==> config.mk <==
export PLATFORM = sky130hd
export DESIGN_NAME = mcr_mac
export DESIGN_NICKNAME = d
export VERILOG_FILES = /design/src/assert_macros.svh /design/src/mcr_pkg.sv /design/src/mcr_mac.sv
export SDC_FILE = /design/constraint.sdc
export NUM_CORES = 1
export LEC_CHECK = 0
export ABC_AREA = 1
export BUFFER_PORTS_ARGS = -buffer_cell sky130_fd_sc_hd__buf_4
export CORE_MARGIN = 1.5
export CORE_UTILIZATION = 30
export CTS_CLUSTER_SIZE = 24
export DETAILED_ROUTE_END_ITERATION = 16
export HOLD_SLACK_MARGIN = 0.06
export SYNTH_ARGS = -nofsm -noshare
export SYNTH_HDL_FRONTEND = slang
export SYNTH_SLANG_ARGS = --single-unit
==> constraint.sdc <==
create_clock -name i_clk -period 15 [get_ports i_clk]
set_input_delay 1.5 -clock i_clk [delete_from_list [all_inputs] [get_ports i_clk]]
set_output_delay 1.5 -clock i_clk [all_outputs]
set_load 0.1 [all_outputs]
==> src/assert_macros.svh <==
// ----------------------------------------------------------------------------
// assert_macros.svh
// Concurrent assertion macros used by the RTL file that checks itself.
// ----------------------------------------------------------------------------
`ifndef ASSERT_MACROS_SVH
`define ASSERT_MACROS_SVH

// Implication checked at every rising edge of i_clk outside of reset.
`define MCR_ASSERT(label, prop, msg) \
    label: assert property (@(posedge i_clk) disable iff (!i_rst_n) prop) \
        else $error(msg);

// Condition that must never be true outside of reset.
`define MCR_NEVER(label, cond, msg) \
    label: assert property (@(posedge i_clk) disable iff (!i_rst_n) !(cond)) \
        else $error(msg);

`endif

==> src/mcr_pkg.sv <==
// ----------------------------------------------------------------------------
// mcr_pkg
// Shared types, codes and defaults of the multichannel convolution block.
// ----------------------------------------------------------------------------
package mcr_pkg;

    // Default geometry.
    localparam int DEF_IN_CH  = 6;
    localparam int DEF_OUT_CH = 16;
    localparam int DEF_IN_DIM = 14;
    localparam int DEF_KERNEL = 5;

    // Fixed field widths.
    localparam int DATA_W  = 16;
    localparam int KIND_W  = 2;
    localparam int ADDR_W  = 12;
    localparam int COORD_W = 4;
    localparam int SHIFT_W = 4;

    // Item kinds.
    localparam logic [KIND_W-1:0] KIND_LOAD_ACT  = 2'd0;
    localparam logic [KIND_W-1:0] KIND_LOAD_WGT  = 2'd1;
    localparam logic [KIND_W-1:0] KIND_LOAD_BIAS = 2'd2;
    localparam logic [KIND_W-1:0] KIND_COMPUTE   = 2'd3;

    // Configuration port.
    localparam int PADDR_W = 3;
    localparam int PDATA_W = 32;
    localparam logic REG_RELU_ENABLE = 1'b0;
    localparam logic REG_FRAC_SHIFT  = 1'b1;
    localparam logic [SHIFT_W-1:0] FRAC_SHIFT_RST = 4'd8;

    // Store write enables decoded from the item kind.
    typedef struct packed {
        logic act;
        logic wgt;
        logic bias;
    } t_wr_en;

    // Sequencer to datapath control.
    typedef struct packed {
        logic start;   // compute accepted, bias read issued
        logic issue;   // activation and weight read issued
        logic last;    // final read of the window
    } t_mac_ctl;

endpackage

==> src/mcr_mac.sv <==
// ----------------------------------------------------------------------------
// mcr_mac
// Multiply-accumulate datapath with scaling, saturation and rectification.
// ----------------------------------------------------------------------------
module mcr_mac import mcr_pkg::*; #(
    parameter int IN_CH  = DEF_IN_CH,
    parameter int KERNEL = DEF_KERNEL,
    localparam int MAC_N = IN_CH * KERNEL * KERNEL,
    localparam int ACC_W = 2 * DATA_W + $clog2(MAC_N + 1) + 1
) (
    input  logic                      i_clk,
    input  logic                      i_rst_n,
    input  t_mac_ctl                  i_ctl,
    input  logic signed [DATA_W-1:0]  i_feat,
    input  logic signed [DATA_W-1:0]  i_wgt,
    input  logic signed [DATA_W-1:0]  i_bias,
    input  logic                      i_relu,
    input  logic [SHIFT_W-1:0]        i_shift,
    input  logic                      i_take,
    output logic                      o_res_vld,
    output logic signed [DATA_W-1:0]  o_res
);

    localparam logic signed [ACC_W-1:0] SAT_HI = ACC_W'((2 ** (DATA_W - 1)) - 1);
    localparam logic signed [ACC_W-1:0] SAT_LO = ~SAT_HI;

    logic                         r_init;
    logic                         r_rd_vld;
    logic                         r_rd_last;
    logic                         r_prod_vld;
    logic                         r_prod_last;
    logic                         r_acc_done;
    logic                         r_shf_vld;
    logic                         r_res_vld;
    logic signed [2*DATA_W-1:0]   r_prod;
    logic signed [ACC_W-1:0]      r_acc;
    logic signed [ACC_W-1:0]      r_shf;
    logic signed [DATA_W-1:0]     r_res;
    logic signed [ACC_W-1:0]      bias_ext;
    logic signed [DATA_W-1:0]     sat_val;

    always_ff @(posedge i_clk) begin
        if (!i_rst_n) begin
            r_init      <= 1'b0;
            r_rd_vld    <= 1'b0;
            r_rd_last   <= 1'b0;
            r_prod_vld  <= 1'b0;
            r_prod_last <= 1'b0;
            r_acc_done  <= 1'b0;
            r_shf_vld   <= 1'b0;
            r_res_vld   <= 1'b0;
        end else begin
            r_init      <= i_ctl.start;
            r_rd_vld    <= i_ctl.issue;
            r_rd_last   <= i_ctl.last;
            r_prod_vld  <= r_rd_vld;
            r_prod_last <= r_rd_vld && r_rd_last;
            r_acc_done  <= r_prod_vld && r_prod_last;
            r_shf_vld   <= r_acc_done;
            if (r_shf_vld) begin
                r_res_vld <= 1'b1;
            end else if (i_take) begin
                r_res_vld <= 1'b0;
            end
        end
    end

    assign bias_ext = ACC_W'(i_bias);

    // The bias is aligned to the product scale before the sum starts.
    always_ff @(posedge i_clk) begin
        if (r_rd_vld) begin
            r_prod <= i_feat * i_wgt;
        end
        if (r_init) begin
            r_acc <= bias_ext <<< i_shift;
        end else if (r_prod_vld) begin
            r_acc <= r_acc + ACC_W'(r_prod);
        end
        if (r_acc_done) begin
            r_shf <= r_acc >>> i_shift;
        end
        if (r_shf_vld) begin
            r_res <= sat_val;
        end
    end

    always_comb begin
        if (r_shf > SAT_HI) begin
            sat_val = SAT_HI[DATA_W-1:0];
        end else if (r_shf < SAT_LO) begin
            sat_val = SAT_LO[DATA_W-1:0];
        end else begin
            sat_val = r_shf[DATA_W-1:0];
        end
        if (i_relu && sat_val[DATA_W-1]) begin
            sat_val = '0;
        end
    end

    assign o_res_vld = r_res_vld;
    assign o_res     = r_res;

endmodule

# == Yosys cells after proc, flatten, opt, wreduce, memory -nomap -nowiden ==
# Index checks and enable logic that the tools add are counted.
# totals
wordCells,29
regBits,138
in_bits,59
# classes
n_shift,2
n_mux,6
magnitude_cmp,2
reduce_logical,5
mul,1
add_sub_neg,1
# ops
cell,count
41-bit two-way mux,2
41-bit by 32-bit adder with 41-bit output,1
"41-bit by 16-bit > comparator with 1-bit output, second input constant",1
"41-bit by 16-bit < comparator with 1-bit output, second input constant",1
16-bit by 4-bit <<< shifter with 41-bit output,1
41-bit by 4-bit >>> shifter with 41-bit output,1
16-bit by 16-bit multiplier with 32-bit output,1
16-bit two-way mux,2
2-bit nonzero test,2
1-bit logical AND,3
1-bit two-way mux,2

# == Depth between registers and ports, before layout ==
# logic_depth
ltp_word,4
ltp_mapped,26

# == Worst setup path before layout ==
# Ideal clock, no wire load.
# synth_path
path_kind,input -> register
start,input port i_wgt[3]
end,"register r_prod[23], data pin"
cell_stages,20
t_required_ns,14.741
setup_time_ns,0.259
path_slack_ns,8.050
arrival_ns,6.691
n_path_buf,2
path_cell_list,clkbuf_1 clkbuf_1 nand2_1 inv_1 fa_1 fa_1 inv_1 fa_1 fa_1 fa_1 fa_1 inv_1 ha_1 a21o_1 inv_1 o21ai_0 o21bai_1 a21oi_1 nand2_1 xor2_1
# synth_between
elab_chain_cells,1
# synth_rtl
item,line,rtl
start: declaration,mcr_mac.sv:15,"input logic signed [DATA_W-1:0] i_wgt,"
16-bit by 16-bit multiplier with 32-bit output,mcr_mac.sv:73,r_prod <= i_feat * i_wgt;
end signal: assignment,mcr_mac.sv:73,
end: declaration,mcr_mac.sv:35,logic signed [2*DATA_W-1:0] r_prod;
# Every way passes these cells.
# A chain may end at the register's enable or synchronous reset.

# == Worst setup path after layout ==
# layout_path
start,input port i_wgt[15]
end,"register r_prod[30], data pin"
# Same word-level chain as after synthesis.

==> out/results.txt <==
DR WL/cell - 14.51 microns
Die Y-Extent - 269.1 microns
Crit-path max cell delay - 0.55 ns
Post-Synthesis Cells - 2950
Fmax achieved - 148.1 MHz
Net count after synthesis - 3394
Vias/cell - 4.547
Multi-input gate area - 14070 sq um
Crit end category - flip-flop
Fillers - 7584
Slowest library cell on the worst path - fa_1
Initial core utilization - 30.35%
Vias - 17709
Ys Warns - 0
Antenna violations before repair - 0
Largest area contributor in the netlist - fa_1
Critical-path cell list - buf_4 -> inv_1 -> or2_2 -> fa_1 -> inv_1 -> fa_1 -> inv_1 -> fa_1 -> inv_1 -> fa_1 -> fa_1 -> inv_1 -> fa_1 -> inv_1 -> ha_1 -> a21oi_1 -> o21bai_1 -> a21oi_1 -> o21ai_0 -> a21oi_1 -> nand2_1 -> nand2_1 -> nand2_1
Layout Cells excl Fill - 3895
Setup Buffers After CTS - 0
Top Ports - 76
Pre-antenna DRT Iters - 6
Antenna fix cells - 0
Sink Count - 138
Vias in the first global route - 17864
Hold endpoint - r_prod_last$_SDFF_PN0_
Worst r2r src - r_acc[0]$_DFFE_PP_
Hold Buf Count CTS - 0
Placed cells - 3863
Min-Delay Path Depth - 2
Clk Latency, worst-skew pair - 0.45 ns
CP max FO - 17
H-tree levels - 4
HP Start - r_rd_last$_SDFF_PN0_
Fin nets - 3386
Total negative slack - 0 ns
Clock root buffer - clkbuf_16
Rel. slew slack - 22.58%
Core Rows - 97
Fin. Hold Viols - 0
RSZ-0062 raised after global routing - false
GPL Wtd Cong - 0.9217
Sequential cell area - 4064 sq um
Inserted Clock Buffers - 17
Yosys cell types - 53
#FFs+latches synth - 138
Routed Antenna Nets - 0
CTS tree - yes
Die Span X - 269.1 microns
Clock Skews - 0.01310 ns
Least-Margin Pin Slew - 1.156 ns
GR Overflow Total - 0
Reg clk slew, reported paths - 0.06 ns
Prevailing post-synth register cell - edfxtp_1
Final setup vio count - 0
Critical path arrival - 6.96 ns
GR Util All Layers - 15.99%
Worst reg2reg path endpoint - r_acc[30]$_DFFE_PP_
Area contributors post-synth - fa_1, edfxtp_1, nand2_1, inv_1, ha_1
Max-slew violation count - 0
Final HPWL DP - 47.57 mm
CP startpoint kind - input pin
Largest net degree at the start of global routing - 69
Worst R2R Path Depth - 15
Sequential share of the synthesized area - 19.12%
Post-Syn Area per Cell - 7.204 sq um
Max-cap violations - 0
First-pass GRT wire length - 93.22 mm
CP Class - input pin to flip-flop
WL final - 56.53 mm
Hold WC Path Type - flip-flop to flip-flop
Final period util - 45.02%
Synthesis-to-layout area growth - 8.543%
Yosys top cell area share - 24.78%
Placeable Area - 70030 sq um
Drt drc - 0
R2R Setup Slk - 12.32 ns
Asr flop ratio synth - 0%
DIE AREA - 72440 sq um
EDFF count, synth - 130
First DRT Iteration DRCs - 947
IO Port Bufs - 75
Worst path required time - 15.21 ns
Minimum clock period - 6.753 ns
Ratio of cells with drive above 1 in the final layout - 4.941%
Syn Std Cell Area - 21250 sq um
Clk buf depth - 2
Outcome - complete, no violations
Post-cts repair resize count - 0
==> routing by layer <==
layer  vias up  share of wire (%)  track usage [%]
met2       372                 48            27.87
met5         -                  0                0
li1       8906                  -                -
met3        55                4.1            1.852
met4         0                1.5            3.434
met1      8376                 47            21.21
==> critical path, delay by kind of cell <==
kind                       cells  cell delay [ns]
adders and majority gates      7             3.52
and+or+nand+nor                4             0.59
buffers and inverters          7             0.58
AOI/OAI and AO/OA              5             0.75
==> kinds of logic (layout without fill, tap and decap cells) <==
kind of cell             Yosys count  after routing  synth area share, %
XOR/XNOR                          35             35                1.443
AND/OR/NAND/NOR                 1294           1294                24.65
flip-flops                       138            138                19.12
AO/OA/AOI/OAI                    291            291                7.525
buffers and inverters            793            798                14.64
multiplexers                      14             14               0.6594
adder cells (fa/ha/maj)          385            385                31.96
==> worst max-delay path by stage <==
stage | slack (ns) | from | endpoint | depth (start not counted)
final | 8.25 | i_wgt[15] | r_prod[30]$_DFFE_PP_ | 23
after global routing | 7.84 | i_wgt[15] | r_prod[30]$_DFFE_PP_ | 23
after CTS | 8.23 | i_wgt[15] | r_prod[30]$_DFFE_PP_ | 23
after detailed placement | 7.74 | i_wgt[15] | r_prod[30]$_DFFE_PP_ | 23
after global placement | 7.80 | i_feat[15] | r_prod[31]$_DFFE_PP_ | 23
after floorplan | 8.05 | i_wgt[3] | r_prod[23]$_DFFE_PP_ | 20
==> layout by cell type, fill, tap and decap left out, types with 3 or more instances in the layout <==
cell type,n
nand2_1,956
inv_1,680
fa_1,263
nor2_1,139
edfxtp_1,130
ha_1,122
o21ai_0,116
nand3_1,108
a21oi_1,86
buf_4,81
o21ai_1,36
nand4_1,31
xor2_1,21
clkbuf_16,17
xnor2_1,14
mux2i_1,14
o21bai_1,11
a31oi_1,10
nand2_2,10
nor3_1,9
a21o_1,8
nand3b_1,8
dfxtp_1,8
or2_2,7
o211ai_1,7
or2_1,6
inv_6,6
nor2_2,5
and2_1,4
nor4_1,4
a22oi_1,3
==> registers in the layout, summed over array words and instances (netlist names), 16 cells and up <==
signal	flops
o_res	16
r_acc	41
r_prod	32
r_shf	41
==> area by class of cell <==
cell class	instances	share of cell area (%)
clock buffers	19	1.877
multi-input cells	2019	61.02
clock inverters	13	0.5696
repair buffers	81	2.636
well taps	940	5.099
flip-flops and latches	138	17.62
inverters	685	11.18
==> through the flow <==
stage / utilization [%] / cell area (sq um) / setup slack (ns) / hold slack [ns]
final: 32.94 / 23070 / 8.247 / 0.4078
after global routing: 32.94 / 23070 / 7.838 / 0.4261
after CTS: 32.94 / 23070 / 8.228 / 0.4125
after detailed placement: 32.13 / 22500 / 7.737 / 0.4007
after global placement: 32.13 / 22500 / 7.798 / 0.3999
after floorplan: - / 21250 / 8.050 / 0.3936
==> synth_stat cells (all sizes together) (11+ instances only) <==
cell / n
a21oi: 88
buf: 40
clkbuf: 68
edfxtp: 130
fa: 263
ha: 122
inv: 683
mux2i: 14
nand2: 966
nand3: 110
nand4: 31
nor2: 145
o21ai: 154
o21bai: 11
or2: 14
xnor2: 14
xor2: 21
Power is not shown: default switching activity piles up to over one toggle a cycle in this logic, so the estimate is an artifact.
