==> src/assert_macros.svh <==
// ----------------------------------------------------------------------------
// assert_macros.svh
// Concurrent assertion macros used by the RTL file that checks itself.
// ----------------------------------------------------------------------------
`ifndef ASSERT_MACROS_SVH
`define ASSERT_MACROS_SVH

// Implication checked at every rising edge of i_clk outside of reset.
`define MCR_ASSERT(label, prop, msg) \
    label: assert property (@(posedge i_clk) disable iff (!i_rst_n) prop) \
        else $error(msg);

// Condition that must never be true outside of reset.
`define MCR_NEVER(label, cond, msg) \
    label: assert property (@(posedge i_clk) disable iff (!i_rst_n) !(cond)) \
        else $error(msg);

`endif

==> src/mcr_pkg.sv <==
// ----------------------------------------------------------------------------
// mcr_pkg
// Shared types, codes and defaults of the multichannel convolution block.
// ----------------------------------------------------------------------------
package mcr_pkg;

    // Default geometry.
    localparam int DEF_IN_CH  = 6;
    localparam int DEF_OUT_CH = 16;
    localparam int DEF_IN_DIM = 14;
    localparam int DEF_KERNEL = 5;

    // Fixed field widths.
    localparam int DATA_W  = 16;
    localparam int KIND_W  = 2;
    localparam int ADDR_W  = 12;
    localparam int COORD_W = 4;
    localparam int SHIFT_W = 4;

    // Item kinds.
    localparam logic [KIND_W-1:0] KIND_LOAD_ACT  = 2'd0;
    localparam logic [KIND_W-1:0] KIND_LOAD_WGT  = 2'd1;
    localparam logic [KIND_W-1:0] KIND_LOAD_BIAS = 2'd2;
    localparam logic [KIND_W-1:0] KIND_COMPUTE   = 2'd3;

    // Configuration port.
    localparam int PADDR_W = 3;
    localparam int PDATA_W = 32;
    localparam logic REG_RELU_ENABLE = 1'b0;
    localparam logic REG_FRAC_SHIFT  = 1'b1;
    localparam logic [SHIFT_W-1:0] FRAC_SHIFT_RST = 4'd8;

    // Store write enables decoded from the item kind.
    typedef struct packed {
        logic act;
        logic wgt;
        logic bias;
    } t_wr_en;

    // Sequencer to datapath control.
    typedef struct packed {
        logic start;   // compute accepted, bias read issued
        logic issue;   // activation and weight read issued
        logic last;    // final read of the window
    } t_mac_ctl;

endpackage

==> src/mcr_seq.sv <==
// ----------------------------------------------------------------------------
// mcr_seq
// Walks the kernel window over all input channels and issues store reads.
// ----------------------------------------------------------------------------
module mcr_seq import mcr_pkg::*; #(
    parameter int IN_CH  = DEF_IN_CH,
    parameter int OUT_CH = DEF_OUT_CH,
    parameter int IN_DIM = DEF_IN_DIM,
    parameter int KERNEL = DEF_KERNEL,
    localparam int FEAT_DEPTH = IN_CH * IN_DIM * IN_DIM,
    localparam int WGT_DEPTH  = OUT_CH * IN_CH * KERNEL * KERNEL,
    localparam int FA_W = (FEAT_DEPTH > 1) ? $clog2(FEAT_DEPTH) : 1,
    localparam int WA_W = (WGT_DEPTH > 1) ? $clog2(WGT_DEPTH) : 1
) (
    input  logic                i_clk,
    input  logic                i_rst_n,
    input  logic                i_start,
    input  logic [COORD_W-1:0]  i_oc,
    input  logic [COORD_W-1:0]  i_orow,
    input  logic [COORD_W-1:0]  i_ocol,
    input  logic                i_done,
    output logic [FA_W-1:0]     o_faddr,
    output logic [WA_W-1:0]     o_waddr,
    output t_mac_ctl            o_ctl,
    output logic                o_busy
);

    localparam int MAC_N = IN_CH * KERNEL * KERNEL;
    localparam int CNT_W = (MAC_N > 1) ? $clog2(MAC_N) : 1;
    localparam int K_W   = (KERNEL > 1) ? $clog2(KERNEL) : 1;
    localparam int STEP_ROW = IN_DIM - KERNEL + 1;
    localparam int STEP_CH  = IN_DIM * IN_DIM - (KERNEL - 1) * IN_DIM - (KERNEL - 1);

    localparam logic [1:0] ST_IDLE = 2'd0;
    localparam logic [1:0] ST_RUN  = 2'd1;
    localparam logic [1:0] ST_WAIT = 2'd2;

    logic [1:0]       r_state, n_state;
    logic [CNT_W-1:0] r_cnt;
    logic [K_W-1:0]   r_kx;
    logic [K_W-1:0]   r_ky;
    logic [FA_W-1:0]  r_faddr;
    logic [WA_W-1:0]  r_waddr;
    logic             run;
    logic             last;

    assign run  = (r_state == ST_RUN);
    assign last = run && (r_cnt == '0);

    always_comb begin
        n_state = r_state;
        case (r_state)
            ST_IDLE: begin
                if (i_start) begin
                    n_state = ST_RUN;
                end
            end
            ST_RUN: begin
                if (last) begin
                    n_state = ST_WAIT;
                end
            end
            ST_WAIT: begin
                if (i_done) begin
                    n_state = ST_IDLE;
                end
            end
            default: n_state = ST_IDLE;
        endcase
    end

    always_ff @(posedge i_clk) begin
        if (!i_rst_n) begin
            r_state <= ST_IDLE;
        end else begin
            r_state <= n_state;
        end
    end

    // Window addresses advance by constant strides, no per-step multiply.
    always_ff @(posedge i_clk) begin
        if (i_start && (r_state == ST_IDLE)) begin
            r_cnt   <= CNT_W'(MAC_N - 1);
            r_kx    <= '0;
            r_ky    <= '0;
            r_faddr <= FA_W'(i_orow) * FA_W'(IN_DIM) + FA_W'(i_ocol);
            r_waddr <= WA_W'(i_oc) * WA_W'(MAC_N);
        end else if (run) begin
            r_cnt   <= r_cnt - 1'b1;
            r_waddr <= r_waddr + 1'b1;
            if (r_kx == K_W'(KERNEL - 1)) begin
                r_kx <= '0;
                if (r_ky == K_W'(KERNEL - 1)) begin
                    r_ky    <= '0;
                    r_faddr <= r_faddr + FA_W'(STEP_CH);
                end else begin
                    r_ky    <= r_ky + 1'b1;
                    r_faddr <= r_faddr + FA_W'(STEP_ROW);
                end
            end else begin
                r_kx    <= r_kx + 1'b1;
                r_faddr <= r_faddr + 1'b1;
            end
        end
    end

    assign o_faddr     = r_faddr;
    assign o_waddr     = r_waddr;
    assign o_ctl.start = i_start && (r_state == ST_IDLE);
    assign o_ctl.issue = run;
    assign o_ctl.last  = last;
    assign o_busy      = (r_state != ST_IDLE);

endmodule

==> config.mk <==
export PLATFORM = sky130hd
export DESIGN_NAME = mcr_seq
export DESIGN_NICKNAME = d
export VERILOG_FILES = /design/src/assert_macros.svh /design/src/mcr_pkg.sv /design/src/mcr_seq.sv
export SDC_FILE = /design/constraint.sdc
export NUM_CORES = 1
export LEC_CHECK = 0
export ABC_AREA = 1
export BUFFER_PORTS_ARGS = -buffer_cell sky130_fd_sc_hd__buf_4
export CORE_MARGIN = 2
export CORE_UTILIZATION = 45
export DETAILED_ROUTE_END_ITERATION = 10
export GPL_TIMING_DRIVEN = 0
export HOLD_SLACK_MARGIN = 0.1
export PLACE_DENSITY = 0.7
export REMOVE_ABC_BUFFERS = 1
export SLEW_MARGIN = 5
export SYNTH_ARGS = -nofsm -noshare
export SYNTH_HDL_FRONTEND = slang
export SYNTH_SLANG_ARGS = --single-unit
==> constraint.sdc <==
create_clock -name i_clk -period 6.1 [get_ports i_clk]
set_input_delay 0.61 -clock i_clk [delete_from_list [all_inputs] [get_ports i_clk]]
set_output_delay 0.61 -clock i_clk [all_outputs]
set_load 0.01 [all_outputs]
Word level (Yosys, flattened, before mapping)
Index checks and enable logic that the tools add are counted.
Cells by class
  $add $sub $neg: 8
  multiply operators: 2
  div/mod/pow operators: 0
  magnitude comparators: 0
  equal/unequal tests: 7
  shift-type cells: 0
  muxes and demuxes: 12
  bitwise logic cells: 0
  reductions and logical operators: 8
Operator list (count)
  11-bit two-way mux: 4
  12-bit two-way mux: 2
  12-bit by 1-bit adder with 12-bit output (second input constant): 1
  11-bit by 1-bit adder with 11-bit output (second input constant): 1
  11-bit by 4-bit adder with 11-bit output (second input constant): 1
  11-bit by 8-bit adder with 11-bit output (second input constant): 1
  4-bit by 7-bit multiplier with 11-bit output (second input constant): 1
  8-bit by 4-bit adder with 9-bit output: 1
  8-bit logical NOT: 1
  8-bit by 1-bit subtractor with 8-bit output (second input constant): 1
  4-bit by 3-bit multiplier with 7-bit output (second input constant): 1
  3-bit by 1-bit adder with 3-bit output (second input constant): 2
  3-bit == test (second input constant): 2
  2-bit two-way mux: 3
  3-bit two-way mux: 2
  2-bit case mux with 3 select lines: 1
  2-bit != test (second input constant): 2
  2-bit nonzero test: 2
  3-bit AND reduction: 1
  2-bit by 1-bit == test with 1-bit output (second input constant): 1
  2-bit == test (second input constant): 1
  1-bit logical AND: 2
  2-bit logical NOT: 1
  2-bit by 1-bit != test with 1-bit output (second input constant): 1
  2-bit AND reduction: 1
Storage, ports and cells
  register bits after elaboration: 39
  latch bits: 0
  memory bits (writable): 0
  memory bits (read-only): 0
  input port bits: 16
  memories: 0

Logic depth before layout (Yosys ltp)
  depth in word-level cells: 5
  depth in mapped cells: 12
  depth with buffers taken out: 12

Least setup slack after synthesis
No wires, ideal clock.
  path type: input -> register
  from: input port i_orow[0]
  to: register r_faddr[7], in the netlist o_faddr[7], data pin
  library setup time: 0.253 ns
  arrival: 2.256 ns
  path slack: 3.591 ns
  cell stages on the path: 8
  cells stage by stage: fa_1 > ha_1 > fa_1 > o21ai_0 > nor2_1 > nand3_1 > nand3_1 > nand2_1
On the way
  cells in the longest elaborated chain, start to end: 3
Ends and longest elaborated chain
  start: declaration: RTL line mcr_seq.sv:19  | input logic [COORD_W-1:0] i_orow,
  4-bit by 3-bit multiplier with 7-bit output: RTL line mcr_seq.sv:86  | r_faddr <= FA_W'(i_orow) * FA_W'(IN_DIM) + FA_W'(i_ocol);
  8-bit by 4-bit adder with 9-bit output: RTL line mcr_seq.sv:86
  11-bit two-way mux: RTL line mcr_seq.sv:82  | if (i_start && (r_state == ST_IDLE)) begin
  end signal: assignment: RTL line mcr_seq.sv:86
  end signal: assignment: RTL line mcr_seq.sv:95  | r_faddr <= r_faddr + FA_W'(STEP_CH);
  end signal: assignment: RTL line mcr_seq.sv:98  | r_faddr <= r_faddr + FA_W'(STEP_ROW);
  end: declaration: RTL line mcr_seq.sv:42  | logic [FA_W-1:0] r_faddr;
Every way passes these cells.
A chain may end at the register's enable or synchronous reset.

==> impl_metrics.toml <==
[global_routing]
grt.overflow.total = 0
top_usage_layer = "met2"
use_met3 = 0.03033
grt_pass1_wl_mm = 11.21
grt_util_met2 = 0.3442
grt_max_degree = 32
antenna_found_initial = 0
grt_pass1_vias = 2633
grt_util_met1 = 0.2152
grtUsageTotal = 0.1845

[logic_synthesis]
ys_types = 42
synth_simple_gate_area_share = 0.2597
synth-seq-cells = 39
synthAdderAreaFrac = 0.1670
syn_area_per_cell_sq_um = 7.696
synth_compound_area_frac = 0.1313
synthFlopType = "edfxtp_1"
synth_top_family_by_area = "simple AND/OR/NAND/NOR gates"
async_flop_share = 0
yosysSeqAreaShare = 0.3212
synth-xor-area-share = 0.03934
syn_area_sq_um = 3117
synth_cells = 405
yosys_warnings = 0
synth_edf_count = 22
synth.mux.area_fraction = 0

[layout]
area_growth_pct = 14.21
fin_nets = 497
diodes = 0
drive_gt1_frac = 0.1509
fill_cells = 644
stdcell_count = 524

[route]
via_count = 2793
vias_per_cell = 5.330
antenna_left = 0
drc = 0
drt-pass1-iter-count = 4
routedWlPerCell_um = 12.76
wirelength_mm = 6.685
first_iter_violations = 151

[timing]
timing.final.ws_setup_ns = 3.393
holdWs_ns = 0.4592
fin_setup_tns_ns = 0
period_minus_slack_ns = 2.707
maxSlewHeadroom = 0.3956
final_max_slew_viol_count = 0
max_freq_ghz = 0.3694
hold_viol_final = 0
worst_clock_skew_ns = 0.009336
rsz0062_at_grt = "false"
setup_viol_count_final = 0
tightest_slew_ns = 0.9044
post-route-period-util = 0.4438

[clock_network]
ctsHoldBuffers = 0
clk_latency_ns = 0.30
cts_setup_buffers = 0
htreeDepth = 2
cts_tree = "built"
cts_root_buffer = "clkbuf_8"
cts_sinks = 39
clock_path_buffers = 2
cts.clk_slew.worst_paths_ns = 0.09
cts_resized = 0
cts_buffers = 5

[worst_hold_path]
hp-class = "reg2reg"
min-delay-start = "r_kx[2]$_SDFFE_PP0P_"
worstHoldEndpoint = "r_kx[2]$_SDFFE_PP0P_"
holdPathStages = 1

[floorplanning]
rows = 30
coreArea_sq_um = 6756
die_w_um = 87.23
initial_core_util = 0.4613
die_area_sq_um = 7608
die_h_um = 87.23
io_pins = 43

[setup_path]
rr_endpoint = "o_faddr[6]$_DFFE_PP_"
rr_startpoint = "r_state[0]$_SDFFE_PN0P_"
r2r_cells = 3
worst-setup-path-type = "reg2out"
cp.required_ns = 5.49
crit_path_max_fanout = 31
reg2reg_slack_ns = 3.86
worstSetupEndpointType = "primary output"
cp.arrival_ns = 2.10
start_kind = "flip-flop"

[placement]
hpwl_mm = 5.113
dpl.cell_count = 516
place_ws_ns = 3.314
port_buffers = 42
place.gp.congestion = 0.8923

[power]
powerDensity_nw_per_um2 = 236.0
power.static_leakage_nw = 1.662
ir_drop_mv = 0.09044

[job]
cap_violations = 0

[run_status]
status = "complete, no violations"
metal layers:
layer  vias up  wire, um
met5         -         0
met4         0        84
met3         6       269
met2        54      3340
met1      1291      2990
li1       1442         -
worst max-delay path by stage:
stage                           end  cells after the start  slack [ns]               startpoint
5_1_grt                    o_ctl[2]                      4        3.16  r_state[0]$_SDFFE_PN0P_
4_1_cts                    o_ctl[2]                      4        3.35  r_state[0]$_SDFFE_PN0P_
3_3_place_gp   o_faddr[7]$_DFFE_PP_                      9        3.33                i_orow[0]
3_5_place_dp   o_faddr[7]$_DFFE_PP_                      9        3.31                i_orow[0]
6_report                   o_ctl[2]                      4        3.39  r_state[0]$_SDFFE_PN0P_
2_1_floorplan  o_faddr[7]$_DFFE_PP_                      8        3.58                i_orow[0]
worst max-delay path, cell delays in order, from the launching register on:
cell     delay, ns
dfxtp_1       0.35
nor2_1        0.15
nand2_1       0.44
inv_2         0.63
buf_4         0.22
where the power goes:
group          internal, mW  leakage, nW  switching, mW
Combinational         0.122         1.25          0.164
Clock                0.0822       0.0486          0.105
Sequential            0.323        0.362         0.0442
Total                 0.528         1.66          0.312
kinds of logic after synthesis:
kind of cell / count (synthesis)
XOR/XNOR: 14
AND/OR/NAND/NOR: 181
buffers and inverters: 61
AO/OA/AOI/OAI: 72
flip-flops: 39
adder cells (fa/ha/maj): 38
registers in the layout (all words and copies together) (netlist names):
| signal | count |
|---|---|
| o_waddr | 12 |
| o_faddr | 11 |
| r_cnt | 8 |
| r_kx | 3 |
| r_ky | 3 |
| r_state | 2 |
per-stage QoR:
step                  util  area (sq um)  total power [mW]
floorplan                -          3052            0.5519
global placement    0.5131          3467            0.6500
detailed placement  0.5131          3467            0.6585
CTS                 0.5269          3560            0.8415
global route        0.5269          3560            0.8950
finish              0.5269          3560            0.8401
synth_stat cells, types with 2 or more instances:
| master | count | area [sq um] |
|---|---|---|
| nand2_2 | 3 | 18.77 |
| nand2_1 | 92 | 345.3 |
| xor2_1 | 12 | 105.1 |
| o211ai_1 | 2 | 15.01 |
| dfxtp_1 | 17 | 340.3 |
| o21bai_1 | 2 | 15.01 |
| buf_2 | 7 | 35.03 |
| nor2_1 | 29 | 108.9 |
| inv_1 | 45 | 168.9 |
| o21ai_0 | 26 | 130.1 |
| xnor2_1 | 2 | 17.52 |
| a31oi_1 | 3 | 18.77 |
| o21ai_1 | 6 | 30.03 |
| o31ai_1 | 2 | 15.01 |
| a21oi_1 | 20 | 100.1 |
| nand3b_1 | 3 | 22.52 |
| nand4_1 | 9 | 56.30 |
| o22ai_1 | 4 | 25.02 |
| edfxtp_1 | 22 | 660.6 |
| buf_4 | 2 | 15.01 |
| ha_1 | 32 | 400.4 |
| inv_2 | 4 | 15.01 |
| nor3_1 | 5 | 25.02 |
| nand3_1 | 31 | 155.2 |
| nor3_2 | 3 | 30.03 |
| fa_1 | 6 | 120.1 |
layout make-up:
class / count / area, sq um / area share
clock buffer: 5 / 68.82 / 0.01933
inverter: 50 / 188.9 / 0.05308
tap: 80 / 100.1 / 0.02812
sequential: 39 / 1001 / 0.2812
timing repair buffer: 42 / 315.3 / 0.08858
clock inverter: 3 / 23.77 / 0.006678
multi-input combinational: 305 / 1862 / 0.5230
placed cells by master, fill, tap and decap left out, drive strengths merged, types with 3 or more instances in the layout:
master	instances
clkbuf	5
inv	50
nor2	31
a31oi	3
nor3	8
ha	32
dfxtp	17
a21oi	21
edfxtp	22
nand2	96
nand4	9
nand3	31
clkinv	3
xor2	12
buf	42
fa	6
o21ai	32
nand3b	3
o22ai	4
No activity file was read; power rests on OpenSTA's default activity.
